===== config.mk =====
export PLATFORM = sky130hd
export DESIGN_NAME = task_timer_table_top
export DESIGN_NICKNAME = d
export VERILOG_FILES = /design/src/hw/rtl/ttt_pkg.sv /design/src/hw/rtl/ttt_front.sv /design/src/hw/rtl/ttt_queue.sv /design/src/hw/rtl/ttt_back.sv /design/src/hw/rtl/task_timer_table_top.sv
export SDC_FILE = /design/constraint.sdc
export NUM_CORES = 2
export LEC_CHECK = 0
export BUFFER_PORTS_ARGS = -buffer_cell sky130_fd_sc_hd__clkbuf_2
export CAP_MARGIN = 20
export CORE_ASPECT_RATIO = 1.1
export CORE_MARGIN = 3
export CORE_UTILIZATION = 56
export DETAILED_ROUTE_END_ITERATION = 6
export PLACE_DENSITY = 0.75
export SLEW_MARGIN = 40
export SYNTH_ARGS = -nofsm -noshare
export SYNTH_HDL_FRONTEND = slang
export SYNTH_SLANG_ARGS = --single-unit

===== constraint.sdc =====
create_clock -name clock -period 10.5 [get_ports clock]
set_input_delay 1.05 -clock clock [delete_from_list [all_inputs] [get_ports clock]]
set_output_delay 1.05 -clock clock [all_outputs]
set_load 0.02 [all_outputs]

===== src/hw/rtl/ttt_pkg.sv =====
// Shared types and constants for the task timer table.
// No dependencies; every other file of the block imports this package.
`default_nettype none

package ttt_pkg;

   localparam int NUM_SLOTS_DEF = 8;
   localparam int MAX_RESULTS   = 8;
   localparam int FIRE_CNT_W    = $clog2(MAX_RESULTS + 1);
   localparam int QUEUE_DEPTH   = 2;

   localparam logic [1:0] REQ_SCHEDULE   = 2'd0;
   localparam logic [1:0] REQ_REMOVE     = 2'd1;
   localparam logic [1:0] REQ_REMOVE_ALL = 2'd2;
   localparam logic [1:0] REQ_CHECK      = 2'd3;

   // one accepted request, as classified by the front end
   typedef struct packed {
      logic [1:0]  op;
      logic        scan;      // needs a walk over the slots
      logic [31:0] now;
      logic [7:0]  handle;
      logic [31:0] period;
      logic [31:0] delay;
      logic [7:0]  tag;
   } cmd_type;

   // queue status seen by both ends
   typedef struct packed {
      logic full;
      logic empty;
   } q_stat_type;

   // one slot entry as held in the table memory
   typedef struct packed {
      logic [7:0]  handle;
      logic [31:0] period;
      logic [31:0] delay;
      logic [7:0]  tag;
      logic [31:0] last_run;
   } slot_type;

endpackage

`default_nettype wire


===== src/hw/rtl/ttt_front.sv =====
// Front end: takes request beats, classifies them and hands them to the queue.
// Depends on ttt_pkg.
`default_nettype none

module ttt_front
   import ttt_pkg::*;
(
   input  wire logic        clock,
   input  wire logic        reset,
   input  wire logic        start,
   output logic             busy,
   input  wire logic [1:0]  req_type,
   input  wire logic [31:0] req_now,
   input  wire logic [7:0]  req_handle,
   input  wire logic [31:0] req_period,
   input  wire logic [31:0] req_start_delay,
   input  wire logic [7:0]  req_task_tag,
   input  wire q_stat_type  q_stat,
   output logic             q_push,
   output cmd_type          q_cmd
);

   logic    cmd_vld_ff, cmd_vld_in;
   cmd_type cmd_ff, cmd_in;
   logic    accept;

   assign busy   = cmd_vld_ff && q_stat.full;
   assign accept = start && !busy;
   assign q_push = cmd_vld_ff && !q_stat.full;
   assign q_cmd  = cmd_ff;

   always_comb begin
      cmd_in        = cmd_ff;
      cmd_vld_in    = cmd_vld_ff;
      if (q_push) begin
         cmd_vld_in = 1'b0;
      end
      if (accept) begin
         cmd_vld_in    = 1'b1;
         cmd_in.op     = req_type;
         cmd_in.scan   = (req_type != REQ_REMOVE_ALL);
         cmd_in.now    = req_now;
         cmd_in.handle = req_handle;
         cmd_in.period = req_period;
         cmd_in.delay  = req_start_delay;
         cmd_in.tag    = req_task_tag;
      end
   end

   always_ff @(posedge clock) begin
      if (reset) begin
         cmd_vld_ff <= 1'b0;
      end else begin
         cmd_vld_ff <= cmd_vld_in;
      end
      cmd_ff <= cmd_in;
   end

endmodule

`default_nettype wire


===== src/hw/rtl/ttt_queue.sv =====
// Two-entry command queue between front end and back end.
// Depends on ttt_pkg.
`default_nettype none

module ttt_queue
   import ttt_pkg::*;
(
   input  wire logic    clock,
   input  wire logic    reset,
   input  wire logic    push,
   input  wire cmd_type push_cmd,
   input  wire logic    pop,
   output cmd_type      head_cmd,
   output q_stat_type   stat
);

   localparam int PTR_W = $clog2(QUEUE_DEPTH);
   localparam int CNT_W = $clog2(QUEUE_DEPTH + 1);

   cmd_type            entry_ff [QUEUE_DEPTH];
   logic [PTR_W-1:0]   wr_ptr_ff, wr_ptr_in;
   logic [PTR_W-1:0]   rd_ptr_ff, rd_ptr_in;
   logic [CNT_W-1:0]   count_ff, count_in;
   logic               do_push, do_pop;

   assign stat.full  = (count_ff == CNT_W'(QUEUE_DEPTH));
   assign stat.empty = (count_ff == '0);
   assign do_push    = push && !stat.full;
   assign do_pop     = pop && !stat.empty;
   assign head_cmd   = entry_ff[rd_ptr_ff];

   always_comb begin
      wr_ptr_in = wr_ptr_ff;
      rd_ptr_in = rd_ptr_ff;
      count_in  = count_ff;
      if (do_push) begin
         wr_ptr_in = (wr_ptr_ff == PTR_W'(QUEUE_DEPTH - 1)) ? '0 : wr_ptr_ff + 1'b1;
      end
      if (do_pop) begin
         rd_ptr_in = (rd_ptr_ff == PTR_W'(QUEUE_DEPTH - 1)) ? '0 : rd_ptr_ff + 1'b1;
      end
      case ({do_push, do_pop})
         2'b10:   count_in = count_ff + 1'b1;
         2'b01:   count_in = count_ff - 1'b1;
         default: count_in = count_ff;
      endcase
   end

   always_ff @(posedge clock) begin
      if (reset) begin
         wr_ptr_ff <= '0;
         rd_ptr_ff <= '0;
         count_ff  <= '0;
      end else begin
         wr_ptr_ff <= wr_ptr_in;
         rd_ptr_ff <= rd_ptr_in;
         count_ff  <= count_in;
      end
   end

   always_ff @(posedge clock) begin
      if (do_push) begin
         entry_ff[wr_ptr_ff] <= push_cmd;
      end
   end

endmodule

`default_nettype wire


===== src/hw/rtl/ttt_back.sv =====
// Back end: slot table memory, busy bits and the slot walk that carries out
// each command, plus the registered result beat. Depends on ttt_pkg.
`default_nettype none

module ttt_back
   import ttt_pkg::*;
#(
   parameter int NUM_SLOTS = NUM_SLOTS_DEF
) (
   input  wire logic       clock,
   input  wire logic       reset,
   input  wire q_stat_type q_stat,
   input  wire cmd_type    head_cmd,
   output logic            q_pop,
   output logic            rsp_valid,
   output logic [1:0]      rsp_kind,
   output logic            rsp_fired,
   output logic [7:0]      rsp_fired_handle,
   output logic [7:0]      rsp_fired_tag,
   output logic [2:0]      rsp_slot_index,
   output logic            rsp_ok,
   output logic            rsp_last
);

   localparam int IDX_W = (NUM_SLOTS > 1) ? $clog2(NUM_SLOTS) : 1;

   localparam logic [1:0] ST_IDLE  = 2'd0;
   localparam logic [1:0] ST_SCAN  = 2'd1;
   localparam logic [1:0] ST_DRAIN = 2'd2;

   logic [1:0]            state_ff, state_in;
   cmd_type               cur_ff, cur_in;
   logic [IDX_W-1:0]      iss_idx_ff, iss_idx_in;
   logic [NUM_SLOTS-1:0]  busy_ff, busy_in;

   // table memory, one read and one write port
   slot_type              mem [NUM_SLOTS];
   slot_type              rd_data_ff;
   logic                  rd_en;
   logic                  rd_vld_ff;
   logic [IDX_W-1:0]      rd_idx_ff;
   logic                  wr_en;
   slot_type              wr_data;

   // compare stage
   logic                  s2_vld_ff;
   logic [IDX_W-1:0]      s2_idx_ff;
   slot_type              s2_ent_ff;
   logic [31:0]           s2_elapsed_ff;
   logic [31:0]           s2_next_run_ff;

   logic                  found_ff, found_in;
   logic [IDX_W-1:0]      found_idx_ff, found_idx_in;
   logic [FIRE_CNT_W-1:0] fire_cnt_ff, fire_cnt_in;
   logic                  pend_vld_ff, pend_vld_in;
   logic [7:0]            pend_handle_ff, pend_handle_in;
   logic [7:0]            pend_tag_ff, pend_tag_in;
   logic [IDX_W-1:0]      pend_idx_ff, pend_idx_in;

   logic                  s2_busy, due, fire;
   logic                  emit;
   logic [1:0]            emit_kind;
   logic                  emit_fired, emit_ok, emit_last;
   logic [7:0]            emit_handle, emit_tag;
   logic [IDX_W-1:0]      emit_idx;

   logic                  rsp_valid_ff;
   logic [1:0]            rsp_kind_ff;
   logic                  rsp_fired_ff, rsp_ok_ff, rsp_last_ff;
   logic [7:0]            rsp_handle_ff, rsp_tag_ff;
   logic [2:0]            rsp_idx_ff;

   assign q_pop  = (state_ff == ST_IDLE) && !q_stat.empty;
   assign rd_en  = (state_ff == ST_SCAN);
   assign s2_busy = busy_ff[s2_idx_ff];
   assign due    = s2_busy && (s2_elapsed_ff >= s2_ent_ff.delay) &&
                   ((s2_ent_ff.period == '0) || (s2_elapsed_ff >= s2_ent_ff.period));
   assign fire   = s2_vld_ff && (cur_ff.op == REQ_CHECK) && due &&
                   (fire_cnt_ff < FIRE_CNT_W'(MAX_RESULTS));

   always_comb begin
      state_in       = state_ff;
      cur_in         = cur_ff;
      iss_idx_in     = iss_idx_ff;
      busy_in        = busy_ff;
      found_in       = found_ff;
      found_idx_in   = found_idx_ff;
      fire_cnt_in    = fire_cnt_ff;
      pend_vld_in    = pend_vld_ff;
      pend_handle_in = pend_handle_ff;
      pend_tag_in    = pend_tag_ff;
      pend_idx_in    = pend_idx_ff;
      wr_en          = 1'b0;
      wr_data        = s2_ent_ff;
      emit           = 1'b0;
      emit_kind      = cur_ff.op;
      emit_fired     = 1'b0;
      emit_handle    = '0;
      emit_tag       = '0;
      emit_idx       = '0;
      emit_ok        = 1'b0;
      emit_last      = 1'b1;

      unique case (state_ff)
         ST_IDLE: begin
            if (q_pop) begin
               cur_in      = head_cmd;
               iss_idx_in  = '0;
               found_in    = 1'b0;
               fire_cnt_in = '0;
               pend_vld_in = 1'b0;
               if (head_cmd.scan) begin
                  state_in = ST_SCAN;
               end else begin
                  busy_in   = '0;
                  emit      = 1'b1;
                  emit_kind = REQ_REMOVE_ALL;
               end
            end
         end
         ST_SCAN: begin
            iss_idx_in = iss_idx_ff + 1'b1;
            if (iss_idx_ff == IDX_W'(NUM_SLOTS - 1)) begin
               state_in = ST_DRAIN;
            end
         end
         ST_DRAIN: begin
            if (!rd_vld_ff && !s2_vld_ff) begin
               state_in = ST_IDLE;
               emit     = 1'b1;
               if (cur_ff.op == REQ_CHECK) begin
                  if (pend_vld_ff) begin
                     emit_fired  = 1'b1;
                     emit_handle = pend_handle_ff;
                     emit_tag    = pend_tag_ff;
                     emit_idx    = pend_idx_ff;
                     emit_ok     = 1'b1;
                  end
               end else if (found_ff) begin
                  emit_idx = found_idx_ff;
                  emit_ok  = 1'b1;
               end
            end
         end
         default: begin
            state_in = ST_IDLE;
         end
      endcase

      // compare stage: one slot per cycle
      if (s2_vld_ff) begin
         case (cur_ff.op)
            REQ_SCHEDULE: begin
               if (!s2_busy && !found_ff) begin
                  found_in            = 1'b1;
                  found_idx_in        = s2_idx_ff;
                  busy_in[s2_idx_ff]  = 1'b1;
                  wr_en               = 1'b1;
                  wr_data.handle      = cur_ff.handle;
                  wr_data.period      = cur_ff.period;
                  wr_data.delay       = cur_ff.delay;
                  wr_data.tag         = cur_ff.tag;
                  wr_data.last_run    = cur_ff.now;
               end
            end
            REQ_REMOVE: begin
               if (s2_busy && !found_ff && (s2_ent_ff.handle == cur_ff.handle)) begin
                  found_in           = 1'b1;
                  found_idx_in       = s2_idx_ff;
                  busy_in[s2_idx_ff] = 1'b0;
               end
            end
            REQ_CHECK: begin
               if (fire) begin
                  fire_cnt_in = fire_cnt_ff + 1'b1;
                  if (s2_ent_ff.period != '0) begin
                     wr_en            = 1'b1;
                     wr_data.last_run = s2_next_run_ff;
                  end else begin
                     busy_in[s2_idx_ff] = 1'b0;
                  end
                  // a held firing goes out once another one is known to follow
                  if (pend_vld_ff) begin
                     emit        = 1'b1;
                     emit_fired  = 1'b1;
                     emit_handle = pend_handle_ff;
                     emit_tag    = pend_tag_ff;
                     emit_idx    = pend_idx_ff;
                     emit_ok     = 1'b1;
                     emit_last   = 1'b0;
                  end
                  pend_vld_in    = 1'b1;
                  pend_handle_in = s2_ent_ff.handle;
                  pend_tag_in    = s2_ent_ff.tag;
                  pend_idx_in    = s2_idx_ff;
               end
            end
            default: begin
            end
         endcase
      end
   end

   always_ff @(posedge clock) begin
      if (reset) begin
         state_ff     <= ST_IDLE;
         busy_ff      <= '0;
         rd_vld_ff    <= 1'b0;
         s2_vld_ff    <= 1'b0;
         found_ff     <= 1'b0;
         fire_cnt_ff  <= '0;
         pend_vld_ff  <= 1'b0;
         rsp_valid_ff <= 1'b0;
      end else begin
         state_ff     <= state_in;
         busy_ff      <= busy_in;
         rd_vld_ff    <= rd_en;
         s2_vld_ff    <= rd_vld_ff;
         found_ff     <= found_in;
         fire_cnt_ff  <= fire_cnt_in;
         pend_vld_ff  <= pend_vld_in;
         rsp_valid_ff <= emit;
      end
      cur_ff         <= cur_in;
      iss_idx_ff     <= iss_idx_in;
      found_idx_ff   <= found_idx_in;
      pend_handle_ff <= pend_handle_in;
      pend_tag_ff    <= pend_tag_in;
      pend_idx_ff    <= pend_idx_in;
      rd_idx_ff      <= iss_idx_ff;
      s2_idx_ff      <= rd_idx_ff;
      s2_ent_ff      <= rd_data_ff;
      s2_elapsed_ff  <= cur_ff.now - rd_data_ff.last_run;
      s2_next_run_ff <= rd_data_ff.last_run + rd_data_ff.period;
      rsp_kind_ff    <= emit_kind;
      rsp_fired_ff   <= emit_fired;
      rsp_handle_ff  <= emit_handle;
      rsp_tag_ff     <= emit_tag;
      rsp_idx_ff     <= 3'(emit_idx);
      rsp_ok_ff      <= emit_ok;
      rsp_last_ff    <= emit_last;
   end

   always_ff @(posedge clock) begin
      if (wr_en) begin
         mem[s2_idx_ff] <= wr_data;
      end
      if (rd_en) begin
         rd_data_ff <= mem[iss_idx_ff];
      end
   end

   assign rsp_valid        = rsp_valid_ff;
   assign rsp_kind         = rsp_kind_ff;
   assign rsp_fired        = rsp_fired_ff;
   assign rsp_fired_handle = rsp_handle_ff;
   assign rsp_fired_tag    = rsp_tag_ff;
   assign rsp_slot_index   = rsp_idx_ff;
   assign rsp_ok           = rsp_ok_ff;
   assign rsp_last         = rsp_last_ff;

`ifndef NO_ASSERTIONS
   a_walk_owns_pipe: assert property (@(posedge clock) disable iff (reset)
      (s2_vld_ff || rd_vld_ff) |-> (state_ff != ST_IDLE))
      else $error("slot pipeline active while back end idle");

   a_fire_limit: assert property (@(posedge clock) disable iff (reset)
      fire_cnt_ff <= FIRE_CNT_W'(MAX_RESULTS))
      else $error("more firings than one check may report");

   a_fired_is_check: assert property (@(posedge clock) disable iff (reset)
      (rsp_valid_ff && rsp_fired_ff) |-> (rsp_kind_ff == REQ_CHECK) && rsp_ok_ff)
      else $error("firing reported outside a check");

   a_pop_starts: assert property (@(posedge clock) disable iff (reset)
      (q_pop && head_cmd.scan) |=> (state_ff == ST_SCAN) && (iss_idx_ff == '0))
      else $error("walk did not start at slot zero");
`endif

endmodule

`default_nettype wire


===== src/hw/rtl/task_timer_table_top.sv =====
// Top level of the task timer table: front end, command queue, back end.
// Depends on ttt_pkg, ttt_front, ttt_queue and ttt_back.
//
//   channel   strobe / hold     ports                         beat taken when
//   request   start / busy      req_type .. req_task_tag      start && !busy
//   result    rsp_valid         rsp_kind .. rsp_last          rsp_valid (one cycle)
//
// A remove-all clears every busy bit in the back end without a walk. Schedule,
// remove and check walk every slot once through the table memory's single read
// port, one slot a cycle; the back end pops the next request only when idle.
// Reset (synchronous) frees every slot and empties the queue.
// Up to three requests wait in the front register and the queue; busy rises
// when they are full. Results cannot be stalled.
`default_nettype none

module task_timer_table_top
   import ttt_pkg::*;
#(
   parameter int NUM_SLOTS = NUM_SLOTS_DEF
) (
   input  wire logic        clock,
   input  wire logic        reset,
   input  wire logic        start,
   output logic             busy,
   input  wire logic [1:0]  req_type,
   input  wire logic [31:0] req_now,
   input  wire logic [7:0]  req_handle,
   input  wire logic [31:0] req_period,
   input  wire logic [31:0] req_start_delay,
   input  wire logic [7:0]  req_task_tag,
   output logic             rsp_valid,
   output logic [1:0]       rsp_kind,
   output logic             rsp_fired,
   output logic [7:0]       rsp_fired_handle,
   output logic [7:0]       rsp_fired_tag,
   output logic [2:0]       rsp_slot_index,
   output logic             rsp_ok,
   output logic             rsp_last
);

   q_stat_type q_stat;
   logic       q_push, q_pop;
   cmd_type    push_cmd, head_cmd;

   ttt_front u_front (
      .clock           (clock),
      .reset           (reset),
      .start           (start),
      .busy            (busy),
      .req_type        (req_type),
      .req_now         (req_now),
      .req_handle      (req_handle),
      .req_period      (req_period),
      .req_start_delay (req_start_delay),
      .req_task_tag    (req_task_tag),
      .q_stat          (q_stat),
      .q_push          (q_push),
      .q_cmd           (push_cmd)
   );

   ttt_queue u_queue (
      .clock    (clock),
      .reset    (reset),
      .push     (q_push),
      .push_cmd (push_cmd),
      .pop      (q_pop),
      .head_cmd (head_cmd),
      .stat     (q_stat)
   );

   ttt_back #(
      .NUM_SLOTS (NUM_SLOTS)
   ) u_back (
      .clock            (clock),
      .reset            (reset),
      .q_stat           (q_stat),
      .head_cmd         (head_cmd),
      .q_pop            (q_pop),
      .rsp_valid        (rsp_valid),
      .rsp_kind         (rsp_kind),
      .rsp_fired        (rsp_fired),
      .rsp_fired_handle (rsp_fired_handle),
      .rsp_fired_tag    (rsp_fired_tag),
      .rsp_slot_index   (rsp_slot_index),
      .rsp_ok           (rsp_ok),
      .rsp_last         (rsp_last)
   );

endmodule

`default_nettype wire

### After elaboration in Yosys (flattened, before gate mapping)

Memories as Yosys holds them, arrays and structs flattened. A register that Yosys moved wholly into a read port is not among the register bits.
Index checks and enable logic that the tools add are counted.

* memories: 2
* flip-flop bits (word level): 484
* word-level logic and storage cells: 232
* bits in writable memories: 1126
* output and inout bits: 26
* input port bits: 117

Memory list
* u_back.mem: words 8, width 112, read ports 1, clocked after memory_dff 1, write ports 1, RTL line ttt_back.sv:37 `slot_type mem [NUM_SLOTS];`
* u_queue.entry_ff: words 2, width 115, read ports 1, clocked after memory_dff 1, write ports 1, RTL line ttt_queue.sv:20 `cmd_type entry_ff [QUEUE_DEPTH];`

* multiplexer cells: 114
* bitwise operators: 3
* reduce and logical (&&, ||, !) cells: 38
* equality and inequality tests: 16
* $lt $le $gt $ge: 5
* add/sub/neg operators: 8

Operators with widths (number)
* $mux 112: 2
* $mux 8: 24
* $mux 80: 1
* $ge 32x32->1: 2
* $mux 32: 2
* $pmux 32 s2: 1
* $mux 1: 50
* $mux 3: 12
* $add 32x32->32: 1
* $logic_not 32->1: 1
* $reduce_bool 32->1: 1
* $sub 32x32->32: 1
* $pmux 8 s3: 1
* $mux 4: 5
* $logic_and 1x1->1: 16
* $mux 2: 7
* $pmux 3 s2: 2
* $and 8x8->8: 1
* $eq 2x2->1 const B: 4
* $eq 8x8->1: 1
* $ne 2x1->1 const B: 4
* $not 8->8: 1
* $or 8x8->8: 1
* $reduce_and 4->1: 2
* other kinds (22): 41

### Logic depth before layout (Yosys ltp)

* depth after elaboration: 11
* depth in mapped cells: 12
* gate-level depth less buffers: 12

### Hierarchy

Synthesis repeated with hierarchy kept, for this count alone.

* cells, all modules: 3396
* area, all modules: 65466.5 sq um

Modules (own cells, without submodules)
* ttt_back: instances 1, area each 53427.5 sq um, cells an instance 2890, seq. area each 38947.4 sq um
* ttt_queue: instances 1, area each 8524.4 sq um, cells an instance 384, seq. area each 7006.7 sq um
* ttt_front: instances 1, area each 3514.6 sq um, cells an instance 122, seq. area each 3473.3 sq um

### Least setup slack after synthesis

No wires, ideal clock.

* path type: register to register
* from: register u_back.s2_ent_ff[69] in the netlist's numbering
* to: memory u_back.mem[3][0] in the netlist's numbering (enable)
* cell stages (with the launch flop): 11
* period minus slack after synthesis: 11.003 ns
* path slack: -0.503 ns
* library setup time: 0.749 ns
* data arrival time: 10.254 ns
* data required time: 9.751 ns
* buffers on the path: 1
* cells stage by stage: dfxtp_1 > inv_1 > ha_1 > nand4_1 > or2_2 > nor2_1 > nand3_1 > o31ai_1 > o211ai_4 > buf_2 > a211oi_1

* longest elaborated chain between the ends: 10

Ends and longest elaborated chain
* start: declaration: RTL line ttt_back.sv:48 `slot_type s2_ent_ff;`
* start signal: assignment: RTL line ttt_back.sv:232 `s2_ent_ff <= rd_data_ff;`
* $ge 32x32->1: RTL line ttt_back.sv:76 `assign due = s2_busy && (s2_elapsed_ff >= s2_ent_ff.delay) &&`
* $logic_and 1x1->1 (2 in a row): RTL line ttt_back.sv:76
* $logic_and 1x1->1 (2 in a row): RTL line ttt_back.sv:78 `assign fire = s2_vld_ff && (cur_ff.op == REQ_CHECK) && due &&`
* $mux 1: RTL line ttt_back.sv:174 `if (fire) begin`
* $pmux 1 s2: RTL line ttt_back.sv:152 `case (cur_ff.op)`
* $mux 1: RTL line ttt_back.sv:151 `if (s2_vld_ff) begin`
* $mux 1: RTL line ttt_back.sv:245 `if (wr_en) begin`
* $mux 1 (implied by the code): RTL line ttt_back.sv:246 `mem[s2_idx_ff] <= wr_data;`
* end: declaration: RTL line ttt_back.sv:37

Every way passes these cells.

### Worst setup path after layout

* from: register u_back.s2_idx_ff[1]
* to: memory u_back.mem[5][45] in the netlist's numbering (enable)

* longest elaborated chain between the ends: 11
* elaborated cells between the ends (all ways): 14
* classes of those cells: mux (8); reduce/logical (6)

Ends and longest elaborated chain
* start: declaration: RTL line ttt_back.sv:47 `logic [IDX_W-1:0] s2_idx_ff;`
* start signal: assignment: RTL line ttt_back.sv:231 `s2_idx_ff <= rd_idx_ff;`
* $bmux 1 s3: RTL line ttt_back.sv:75 `assign s2_busy = busy_ff[s2_idx_ff];`
* $mux 1 (implied by the code): RTL line ttt_back.sv:75
* $logic_and 1x1->1 (2 in a row): RTL line ttt_back.sv:76
* $logic_and 1x1->1 (2 in a row): RTL line ttt_back.sv:78
* $mux 1: RTL line ttt_back.sv:174
* $pmux 1 s2: RTL line ttt_back.sv:152
* $mux 1: RTL line ttt_back.sv:151
* $mux 1: RTL line ttt_back.sv:245
* $mux 1 (implied by the code): RTL line ttt_back.sv:246

Parallel ways exist; a longest one is shown, timed or not. The select of a mux whose other input is x is not followed.

==> results.cfg <==
[logic_synthesis]
synth_edf_count = 1492
yosysMostFrequentCell = edfxtp_1
syn_area_mm2 = 0.0653
syn_inst = 3381
yosysTopAreaCell = edfxtp_1
yosysTopAreaCellShare_pct = 68.6
synth_area_leaders = edfxtp_1 69%, mux4_2 7.7%, dfxtp_1 7.1%
async_flop_share_pct = 0
ys_seq_area_share_pct = 75.7
avgSynthCellArea_um2 = 19.3
synthTopCellsByCount = 1492 x edfxtp_1, 307 x mux2_2, 231 x dfxtp_1
ys_ff_latch = 1723
ys_warn_count = 0
syn_nets = 3634
synth_ff_type = edfxtp_1
yosys.cell_types.count = 80

[worst_setup_path]
slowest_stage = a21oi_4
cp_data_required_time_ns = 10.90
cp.arrival_ns = 5.43
critPathMaxStageDelay_ns = 0.69
timing.rr.start = u_back.s2_idx_ff[1]
crit_path_end_kind = flip-flop
reg2reg_to = u_back.mem[5][45]
endpoint = u_back.mem[5][45]
crit_family = buffers and inverters
critical_path_class = flip-flop to flip-flop
crit_path_frequent_cell = buf_6
r2r_slack_ns = 5.47
start_kind = flip-flop
startpoint = u_back.s2_idx_ff[1]
cp_max_fo = 51
rr_worst_depth = 11
cp.depth = 11
cp.buffers_inverters = 4
crit_chain = nor2b_1 > a221o_1 > a22oi_1 > or3_1 > a211oi_4 > o211ai_4 > buf_4 > buf_12 > a21oi_4 > buf_6 > buf_6

[clock_network]
tritoncts = yes
cts.sinks = 1723
cts_root_buffer = clkbuf_16
post_cts_buffers = 0
numCtsBuffers = 164
cts_resized = 0
clk_latency_ns = 0.78
ctsHoldBuffers = 0
cts_max_level = 4
clock_path_buffers = 3
clkTransAtPathRegs_ns = 0.06

[finish]
drive_gt1_share_pct = 26.6
finalNetCount = 3881
area_growth_pct = 12.7
fillers = 7520
diodes = 0
fin_area_mm2 = 0.0735

[worst_hold_path]
hp-class = flip-flop to flip-flop

[pwr]
p_int_w = 0.0142
switchingPower_w = 0.00585
vdd_drop_max_mv = 0.196
p_per_area_mw_per_mm2 = 272
swShare_pct = 29.2
pwr-share-seq_pct = 47.0
power.leakage_nw = 25.0
p_comb_share_pct = 24.6
clkPwrFrac_pct = 28.5

[job]
max_cap_viol_count = 0

[route]
post-route-drc-count = 0
drt_pass1_iterations = 5
avgViaCountPerCell = 5.99
drt-total-wl_um = 136000
drtAntennaViolNets = 0
wl_per_cell_um = 25.7
vias = 31692
drtIter0Drc = 3093

[run_status]
status = finished, final reports clean

[timing]
worst_slew_pin_slew_ns = 0.821
setup_violations = 0
tns_ns = 0
rsz0062_at_grt = false
max_freq_mhz = 199
min_period_ns = 5.03
period_share_pct = 47.9
slew-limit-headroom_pct = 45.1
finalHoldViolCount = 0
whs_ns = 0.316
final-max-slew-violation-count = 0
fin_skew_ns = 0.0227

[floorplan]
core_area_mm2 = 0.115
pin_count = 143
rows = 130
dieWidth_um = 332
initial_core_util_pct = 56.8
die_h_um = 364
die_area_mm2 = 0.121

[place]
port_buffers = 142
placed_area_mm2 = 0.0681
gp_congestion = 0.856
hpwl_um = 80400

[global_routing]
antenna_found_initial = 1
grt_pass1_wl_um = 204000
grt_usage_pct = 22.8
grt_pass1_vias = 32611
gr-total-overflow = 0
grt_max_degree = 113
==> worst min-delay path by stage <==
stage	from	to	slack [ns]	depth (start not counted)
floorplan	u_back.rd_idx_ff[0]	u_back.s2_idx_ff[0]	0.31	0
global placement	u_back.rd_idx_ff[0]	u_back.s2_idx_ff[0]	0.31	0
detailed placement	u_back.rd_idx_ff[1]	u_back.s2_idx_ff[1]	0.31	0
CTS	u_back.rd_idx_ff[2]	u_back.s2_idx_ff[2]	0.32	0
global route	u_back.rd_idx_ff[1]	u_back.s2_idx_ff[1]	0.33	0
finish	u_back.rd_idx_ff[2]	u_back.s2_idx_ff[2]	0.32	0
==> per-stage QoR <==
stage	setup WS, ns	total power (W)	std cells	util, %
global placement	5.24	0.0143	4963	59.0
global route	5.26	0.0209	5288	64.0
finish	5.47	0.0200	5288	64.0
detailed placement	5.29	0.0144	4973	59.2
floorplan	-0.503	0.0128	3381	-
CTS	5.23	0.0201	5281	63.8
==> metal layers <==
layer	global-route usage [%]	wire length, µm	up-vias	share of wire (%)
met1	30.6	55200	16308	41
li1	-	-	13945	-
met4	8.90	4950	0	3.6
met3	4.34	8650	254	6.4
met2	37.4	67200	1185	49
met5	0	0	-	0
==> state kept, by name, indices dropped and copies added, names as in the netlist, 4 cells and up, named ones only <==
name and flops:
u_back.mem 896, u_queue.entry_ff 230, u_front.q_cmd 115, u_back.cur_ff 114
u_back.rd_data_ff 112, u_back.s2_ent_ff 112, u_back.s2_elapsed_ff 32, u_back.s2_next_run_ff 32
u_back.busy_ff 8, u_back.pend_handle_ff 8, u_back.pend_tag_ff 8, u_back.rsp_fired_handle 8
u_back.rsp_fired_tag 8, u_back.fire_cnt_ff 4
==> power groups by stage <==
stage	Sequential (W)	Combinational, W	Clock (W)
final	0.00940	0.00491	0.00570
after global routing	0.00944	0.00537	0.00608
after CTS	0.00940	0.00493	0.00580
after detailed placement	0.00953	0.00489	0
after global placement	0.00952	0.00477	0
after floorplan	0.00918	0.00362	0
==> kinds of logic after synthesis <==
group | count (synthesis) | share of synthesized area, %
DFF | 1723 | 75.7
muxes | 532 | 13.0
AOI/OAI and AO/OA | 405 | 4.13
and+or+nand+nor | 281 | 2.14
buffers and inverters | 239 | 1.45
adders and majority gates | 136 | 2.63
xor gates and xnor gates | 65 | 0.872
==> placed cells by master, fill, tap and decap left out, types with 13 or more instances in the layout <==
cell type  Yosys  final
clkbuf_16      0    166
o21ai_0       81     81
mux4_2       224    224
inv_1        123    121
nand3_1       14     14
buf_12         0     14
buf_6          3     13
clkinv_2       0     23
ha_1         134    134
mux2_2       307    307
clkinv_1       0     28
buf_4          2     19
dfxtp_1      231    230
a211oi_1      19     17
xnor2_1       44     44
and2_1        27     27
a21oi_1      119    113
nand2_1       74     74
xor2_1        21     21
nor2_1        70     69
nand4_1       13     13
nor2b_1       15     14
clkbuf_2       0    142
clkbuf_1      69     53
nand2b_1      17     17
a2bb2oi_1     32     32
edfxtp_1    1492   1492
a22oi_1       34     34
a21o_1        34     34
==> final cells by class <==
cell class,instances,area (µm²),share of cell area (%)
Timing Repair Buffer,197,1490,2.03
Inverter,123,469,0.638
Multi-Input combinational cell,1419,15000,20.4
Sequential cell,1723,49400,67.2
Tap cell,1518,1900,2.58
Clock buffer,229,4490,6.11
Clock inverter,79,738,1.00
Note: power is estimated with default switching activity, not from simulation.
